### src/rtl/length_prefixed_message_deframer_unit_macros.svh
// assertion macros shared by the deframer rtl
// no dependencies; included by the modules that carry assertions
`ifndef LENGTH_PREFIXED_MESSAGE_DEFRAMER_UNIT_MACROS_SVH
`define LENGTH_PREFIXED_MESSAGE_DEFRAMER_UNIT_MACROS_SVH

// same-cycle implication, disabled while in reset
`define LPMD_ASSERT_IMP(label, clk, rst_n, ante, cons) \
	label: assert property (@(posedge clk) disable iff (!rst_n) (ante) |-> (cons)) \
		else $error("deframer assertion failed");

// next-cycle implication, disabled while in reset
`define LPMD_ASSERT_NXT(label, clk, rst_n, ante, cons) \
	label: assert property (@(posedge clk) disable iff (!rst_n) (ante) |=> (cons)) \
		else $error("deframer assertion failed");

`endif

### src/rtl/lpmd_pkg.sv
// shared types and constants for the length-prefixed message deframer
// no dependencies
package lpmd_pkg;

	localparam int unsigned HDR_BYTES = 8;
	localparam int unsigned LEN_BYTES = 4;

	// parser phase
	typedef enum logic {
		PH_HEADER,
		PH_BODY
	} phase_t;

	// one result item
	typedef struct packed {
		logic        kind;
		logic [7:0]  payload_byte;
		logic [31:0] msg_type;
		logic [31:0] msg_length;
		logic        last;
	} result_t;

	localparam logic KIND_BODY  = 1'b0;
	localparam logic KIND_EMPTY = 1'b1;

endpackage

### src/rtl/length_prefixed_message_deframer_unit.sv
// Length-prefixed message deframer, top level.
// Depends on lpmd_pkg, lpmd_in_reg, lpmd_core, lpmd_out_reg and the macro header.
//
// Input channel: one link byte per item on rx_byte, with in_valid / in_stall.
// Each message is an 8-byte header (32-bit little-endian body length, then
// 32-bit little-endian type) followed by the body. Header bytes give no item;
// each body byte gives one item with kind 0, the byte, type and length, and
// last set on the final byte. A zero-length header gives one item with kind 1,
// payload_byte 0, msg_length 0 and last 1.
// Throughput: one byte per clock while in_stall is low. An accepted byte is
// held in the input register, the parser works on it there, and its result
// is loaded into the output register when the parser consumes it.
// When out_stall is high with a result waiting, the held input byte waits and
// in_stall rises; the input register still takes a byte while the output
// register holds an earlier result that is being taken.
// Reset: asynchronous, active low; the parser restarts at a header boundary
// and both registers come up empty.
`include "length_prefixed_message_deframer_unit_macros.svh"
module length_prefixed_message_deframer_unit (
	input  logic        clk,
	input  logic        arst_n,
	input  logic        in_valid,
	output logic        in_stall,
	input  logic [7:0]  rx_byte,
	output logic        out_valid,
	input  logic        out_stall,
	output logic        kind,
	output logic [7:0]  payload_byte,
	output logic [31:0] msg_type,
	output logic [31:0] msg_length,
	output logic        last
);
	import lpmd_pkg::*;

	logic       out_free;
	logic       valid_s1;
	logic [7:0] byte_s1;
	logic       step;
	logic       res_valid;
	result_t    res;
	result_t    out_q;

	// input register
	lpmd_in_reg u_in_reg (
		.clk      (clk),
		.arst_n   (arst_n),
		.in_valid (in_valid),
		.in_stall (in_stall),
		.rx_byte  (rx_byte),
		.out_free (out_free),
		.valid_s1 (valid_s1),
		.byte_s1  (byte_s1),
		.step     (step)
	);

	// parser
	lpmd_core u_core (
		.clk       (clk),
		.arst_n    (arst_n),
		.step      (step),
		.byte_s1   (byte_s1),
		.res_valid (res_valid),
		.res       (res)
	);

	// result register
	lpmd_out_reg u_out_reg (
		.clk       (clk),
		.arst_n    (arst_n),
		.load      (res_valid),
		.res       (res),
		.out_free  (out_free),
		.out_valid (out_valid),
		.out_stall (out_stall),
		.out_q     (out_q)
	);

	// output fields
	assign kind         = out_q.kind;
	assign payload_byte = out_q.payload_byte;
	assign msg_type     = out_q.msg_type;
	assign msg_length   = out_q.msg_length;
	assign last         = out_q.last;

	// input only stalls when a held byte is blocked by a waiting result
	`LPMD_ASSERT_IMP(a_stall_cause, clk, arst_n, in_stall, valid_s1 && out_valid && out_stall)

endmodule

### src/rtl/lpmd_in_reg.sv
// input register stage: holds one accepted byte until the parser takes it
// depends on nothing but the port handshake
module lpmd_in_reg (
	input  logic       clk,
	input  logic       arst_n,
	input  logic       in_valid,
	output logic       in_stall,
	input  logic [7:0] rx_byte,
	input  logic       out_free,
	output logic       valid_s1,
	output logic [7:0] byte_s1,
	output logic       step
);

	logic accept;

	// parser consumes the held item when the result register can take a result
	assign step     = valid_s1 && out_free;
	assign in_stall = valid_s1 && !out_free;
	assign accept   = in_valid && !in_stall;

	// valid flag
	always_ff @(posedge clk or negedge arst_n) begin
		if (!arst_n) begin
			valid_s1 <= 1'b0;
		end else if (accept) begin
			valid_s1 <= 1'b1;
		end else if (step) begin
			valid_s1 <= 1'b0;
		end
	end

	// byte holding register
	always_ff @(posedge clk) begin
		if (accept) begin
			byte_s1 <= rx_byte;
		end
	end

endmodule

### src/rtl/lpmd_core.sv
// header parser and body counter of the deframer
// depends on lpmd_pkg and the assertion macro header
`include "length_prefixed_message_deframer_unit_macros.svh"
module lpmd_core (
	input  logic              clk,
	input  logic              arst_n,
	input  logic              step,
	input  logic [7:0]        byte_s1,
	output logic              res_valid,
	output lpmd_pkg::result_t res
);
	import lpmd_pkg::*;

	phase_t      phase_q;
	phase_t      phase_d;
	logic [31:0] count_q;
	logic [31:0] len_q;
	logic [31:0] type_q;

	logic [2:0]  pos;
	logic [4:0]  lane_shift;
	logic [31:0] shifted;
	logic [31:0] len_hdr;
	logic [31:0] type_hdr;
	logic        hdr_done;
	logic        body_fin;
	logic [31:0] count_inc;

	// byte lane placement, little-endian; lane zero restarts the word
	assign pos        = count_q[2:0];
	assign lane_shift = {pos[1:0], 3'b000};
	assign shifted    = {24'd0, byte_s1} << lane_shift;
	assign len_hdr    = (pos[1:0] == 2'd0) ? shifted : (len_q | shifted);
	assign type_hdr   = (pos[1:0] == 2'd0) ? shifted : (type_q | shifted);
	assign hdr_done   = (pos == 3'(HDR_BYTES - 1));
	assign count_inc  = count_q + 32'd1;
	assign body_fin   = (count_inc == len_q);

	// next phase
	always_comb begin
		phase_d = phase_q;
		case (phase_q)
			PH_HEADER: begin
				if (step && hdr_done && (len_q != 32'd0)) begin
					phase_d = PH_BODY;
				end
			end
			PH_BODY: begin
				if (step && body_fin) begin
					phase_d = PH_HEADER;
				end
			end
			default: begin
				phase_d = PH_HEADER;
			end
		endcase
	end

	// result for the byte being consumed
	always_comb begin
		res_valid        = 1'b0;
		res.kind         = KIND_BODY;
		res.payload_byte = byte_s1;
		res.msg_type     = type_q;
		res.msg_length   = len_q;
		res.last         = body_fin;
		case (phase_q)
			PH_HEADER: begin
				res_valid        = step && hdr_done && (len_q == 32'd0);
				res.kind         = KIND_EMPTY;
				res.payload_byte = 8'd0;
				res.msg_type     = type_hdr;
				res.msg_length   = 32'd0;
				res.last         = 1'b1;
			end
			PH_BODY: begin
				res_valid = step;
			end
			default: begin
				res_valid = 1'b0;
			end
		endcase
	end

	// parser state
	always_ff @(posedge clk or negedge arst_n) begin
		if (!arst_n) begin
			phase_q <= PH_HEADER;
			count_q <= 32'd0;
			len_q   <= 32'd0;
			type_q  <= 32'd0;
		end else if (step) begin
			phase_q <= phase_d;
			if (phase_q == PH_HEADER) begin
				if (pos < 3'(LEN_BYTES)) begin
					len_q <= len_hdr;
				end else begin
					type_q <= type_hdr;
				end
				count_q <= hdr_done ? 32'd0 : count_inc;
			end else begin
				count_q <= body_fin ? 32'd0 : count_inc;
			end
		end
	end

	// header position never leaves the eight header bytes
	`LPMD_ASSERT_IMP(a_hdr_count, clk, arst_n, phase_q == PH_HEADER, count_q[31:3] == 29'd0)
	// a body is only entered with a nonzero length
	`LPMD_ASSERT_IMP(a_body_len, clk, arst_n, phase_q == PH_BODY, len_q != 32'd0)
	// an empty message is always final and carries zero length
	`LPMD_ASSERT_IMP(a_empty_res, clk, arst_n, res_valid && res.kind == KIND_EMPTY,
		res.last && res.msg_length == 32'd0)

endmodule

### src/rtl/lpmd_out_reg.sv
// result register on the output channel
// depends on lpmd_pkg and the assertion macro header
`include "length_prefixed_message_deframer_unit_macros.svh"
module lpmd_out_reg (
	input  logic              clk,
	input  logic              arst_n,
	input  logic              load,
	input  lpmd_pkg::result_t res,
	output logic              out_free,
	output logic              out_valid,
	input  logic              out_stall,
	output lpmd_pkg::result_t out_q
);
	import lpmd_pkg::*;

	logic out_valid_q;

	assign out_valid = out_valid_q;
	assign out_free  = !out_valid_q || !out_stall;

	// valid flag
	always_ff @(posedge clk or negedge arst_n) begin
		if (!arst_n) begin
			out_valid_q <= 1'b0;
		end else if (load) begin
			out_valid_q <= 1'b1;
		end else if (!out_stall) begin
			out_valid_q <= 1'b0;
		end
	end

	// result payload
	always_ff @(posedge clk) begin
		if (load) begin
			out_q <= res;
		end
	end

	// a taken item with nothing new behind it leaves the register empty
	`LPMD_ASSERT_NXT(a_out_drain, clk, arst_n, out_valid_q && !out_stall && !load, !out_valid_q)

endmodule

### config.mk
export PLATFORM = sky130hd
export DESIGN_NAME = length_prefixed_message_deframer_unit
export DESIGN_NICKNAME = d
export VERILOG_FILES = /design/src/rtl/lpmd_pkg.sv /design/src/rtl/length_prefixed_message_deframer_unit.sv /design/src/rtl/lpmd_in_reg.sv /design/src/rtl/lpmd_core.sv /design/src/rtl/lpmd_out_reg.sv
export VERILOG_INCLUDE_DIRS = /design/src /design/src/rtl
export SDC_FILE = /design/constraint.sdc
export NUM_CORES = 1
export LEC_CHECK = 0
export BUFFER_PORTS_ARGS = -buffer_cell sky130_fd_sc_hd__buf_4
export CAP_MARGIN = 20
export CORE_UTILIZATION = 35
export CTS_CLUSTER_SIZE = 14
export DETAILED_ROUTE_END_ITERATION = 8
export HOLD_SLACK_MARGIN = 0.12
export PLACE_DENSITY = 0.57
export SLEW_MARGIN = 30
export SYNTH_ARGS = -nofsm -noshare
export SYNTH_HDL_FRONTEND = slang
export SYNTH_HIERARCHICAL = 1
export SYNTH_SLANG_ARGS = --single-unit
### constraint.sdc
create_clock -name clk -period 4.5 [get_ports clk]
set_clock_uncertainty 0.15 [all_clocks]
set_input_delay 0.225 -clock clk [delete_from_list [all_inputs] [get_ports clk]]
set_output_delay 0.225 -clock clk [all_outputs]
set_load 0.01 [all_outputs]
==> results.toml <==
[global_route]
grt_max_degree = 69
grt-ovfl-total = 0
grt_pass1_wl_um = 35500
antenna_found_initial = 0
grt_use_total = 0.183
grt_pass1_vias = 6027

[timing]
fin_ws_ns = 0.538
finalHoldViolations = 0
finalSetupTns_ns = 0
min_period_over_period = 0.880
max_freq_ghz = 0.252
drv_slew = 0
rsz0062_at_grt = "false"
finalSetupViolations = 0
period_minus_slack_ns = 3.96
worstMarginPinSlew_ns = 0.888
relSlewSlack = 0.403

[yosys]
synthArstFlopShare = 0.547
synth_fa_ha_area_frac = 0.00548
synth_nets = 748
yosysSeqAreaShare = 0.569
synth-compound-area-share = 0.184
synth_area_um2 = 8680
synth_seq_cells = 181
synthDistinctLibCells = 74
synth-warning-count = 6
synth_edf_count = 82
synthFlopType = "dfrtp_1"
yosys.area_share.simple = 0.154
synthCells = 733
syn-mean-instance-area_um2 = 11.8
yosys-mux-area-fraction = 0.0104
synth_top_family_by_area = "compound AO/OA/AOI/OAI gates"
synth_xor_area_frac = 0.0422

[routing]
routedWlPerCell_um = 19.8
dr.first_iter.drc_count = 520
vias = 6169
antenna_left = 0
routed_wl_um = 22500
avgViaCountPerCell = 5.42
drc = 0
first_pass_iters = 5

[worst_setup_path]
reg2reg_slack_ns = 0.54
rr_endpoint = "u_core/count_q[20]"
cp_data_arrival_time_ns = 4.14
crit_type = "reg2reg"
endpoint = "u_core/count_q[20]"
required_ns = 4.68
r2r_cells = 10
crit_fanout = 25
worst_r2r_startpoint = "u_core/count_q[0]"
start_kind = "flop"
crit_path_start = "u_core/count_q[0]"
crit_path_end_kind = "flop"

[finish]
num_antenna_cells = 0
syn_to_final_growth_pct = 18.8
nets = 816
fillCellCount = 2290
drive_above_1_share = 0.194

[clocking]
clk_path_buf_depth = 2
cts.repair.resized = 0
numClockSinks = 181
clk_pin_slew_ns = 0.07
worstSkewPairLatency_ns = 0.44
cts_tree = "done"
cts_buffers = 17
cts_max_level = 4
cts-root-buf = "clkbuf_16"

[floorplanning]
core_um2 = 24300
ios = 88
die_y_um = 159
initial_utilization = 0.357
design.die.area_um2 = 25400
die_x_um = 159
row_count = 57

[outcome]
status = "complete, no violations"

[placed_design]
post-dp-hpwl_um = 14900
dp_slack_ns = 0.598
io_buffers = 87
place.gp.congestion = 0.897

[power]
p_per_area_nw_per_um2 = 650
ir_drop_mv = 0.306
p_leak_uw = 0.00411

[flow_run]
cap_violations = 0

[worst_hold_path]
hp-class = "in2async"
==> logic make-up after synthesis <==
kind of cell | Yosys count
simple gates | 239
compound gates | 189
flops | 181
buf+inv | 70
xor+xnor | 41
mux | 9
fa+ha+maj | 4
==> through the flow <==
stage / util / hold WS, ns / total power, uW / area [um^2] / cells
final: 0.424 / 0.222 / 6700 / 10300 / 1138
after global routing: 0.424 / 0.300 / 7070 / 10300 / 1138
after CTS: 0.424 / 0.238 / 6750 / 10300 / 1138
after floorplan: - / -0.221 / 4360 / 8680 / 733
after detailed placement: 0.394 / 0.169 / 5200 / 9580 / 1094
after global placement: 0.394 / 0.166 / 5180 / 9570 / 1094
==> where the power goes <==
group | switching, uW | total [uW] | internal (uW)
sequential | 545 | 2970 | 2430
clock | 717 | 1520 | 799
combinational | 1150 | 2210 | 1060
total | 2420 | 6700 | 4290
==> state kept, by name, summed over array words and instances, names as in the netlist <==
signal               cells
u_out_reg/out_q         74
u_core/count_q          32
u_core/len_q            32
u_core/type_q           32
u_in_reg/byte_s1         8
u_core/phase_q           1
u_in_reg/valid_s1        1
u_out_reg/out_valid      1
==> Yosys cell counts (all sizes together) (3+ instances only) <==
cell type / n / area [um^2]
nand3: 24 / 125
o311ai: 4 / 50.1
and2: 42 / 265
o31ai: 6 / 45.0
xnor2: 26 / 235
or3: 4 / 25.0
mux2i: 9 / 90.1
a21o: 4 / 30.0
a21oi: 13 / 65.1
clkbuf: 44 / 165
nand2: 37 / 146
ha: 3 / 37.5
o2bb2ai: 10 / 144
a22o: 101 / 893
xor2: 15 / 131
o21a: 3 / 22.5
a2bb2oi: 4 / 35.0
nor2: 39 / 154
and3: 7 / 48.8
dfrtp: 99 / 2480
nand2b: 3 / 26.3
o22ai: 4 / 31.3
o21ai: 19 / 95.1
nor3: 25 / 135
nand4: 21 / 146
and4: 6 / 52.6
a31oi: 4 / 25.0
nor2b: 5 / 31.3
buf: 16 / 93.8
inv: 9 / 33.8
nor4: 17 / 106
edfxtp: 82 / 2460
==> worst max-delay path: stages, from the launching register on <==
cell     delay (ns)
dfrtp_1        0.56
ha_1           0.33
nand4_4        0.17
or3_1          0.49
or4_4          0.60
xnor2_2        0.16
nor4_1         0.32
and3_4         0.27
a22o_4         0.38
nor2_4         0.14
a22o_1         0.26
==> layout make-up <==
cell class / count / area, um^2 / share of cell area
timing repair buffer: 109 / 861 / 0.0835
tap: 324 / 405 / 0.0393
clock inverter: 15 / 188 / 0.0182
clock buffer: 17 / 425 / 0.0413
multi-input combinational: 482 / 3450 / 0.335
inverter: 10 / 37.5 / 0.00364
sequential: 181 / 4940 / 0.479
==> cell usage in the layout (no fill, tap or decap), types with 11 or more instances in the layout <==
master         instances
a22o_1               100
dfrtp_1               99
buf_4                 96
edfxtp_1              82
and2_1                41
nor2_1                37
nand2_1               34
xnor2_1               25
nand3_1               23
nor3_1                23
nand4_1               20
clkbuf_16             17
nor4_1                17
xor2_1                15
a21oi_1               13
dlygate4sd3_1         12
o21ai_0               11
==> worst min path at each step <==
| stage | from | slack (ns) | end |
|---|---|---|---|
| 2_1_floorplan | arst_n | -0.22 | u_core/count_q[0] |
| 3_3_place_gp | arst_n | 0.17 | u_core/len_q[19] |
| 3_5_place_dp | arst_n | 0.17 | u_core/len_q[21] |
| 4_1_cts | arst_n | 0.24 | u_core/len_q[21] |
| 5_1_grt | arst_n | 0.30 | u_core/len_q[19] |
| 6_report | arst_n | 0.22 | u_core/len_q[21] |
==> layer usage <==
metal,global-route usage,vias to the layer above,share of wire
li1,-,2915,-
met1,0.252,3040,0.47
met2,0.290,195,0.48
met3,0.0365,19,0.042
met4,0.0590,0,0.013
met5,0,-,0
==> timing repair <==
item | 4_1_cts | 5_1_grt
buffers inserted | 0 | 0
hold endpoints to repair | 67 | 0
hold buffers | 12 | 0
Note: power is estimated with default switching activity, not from simulation.
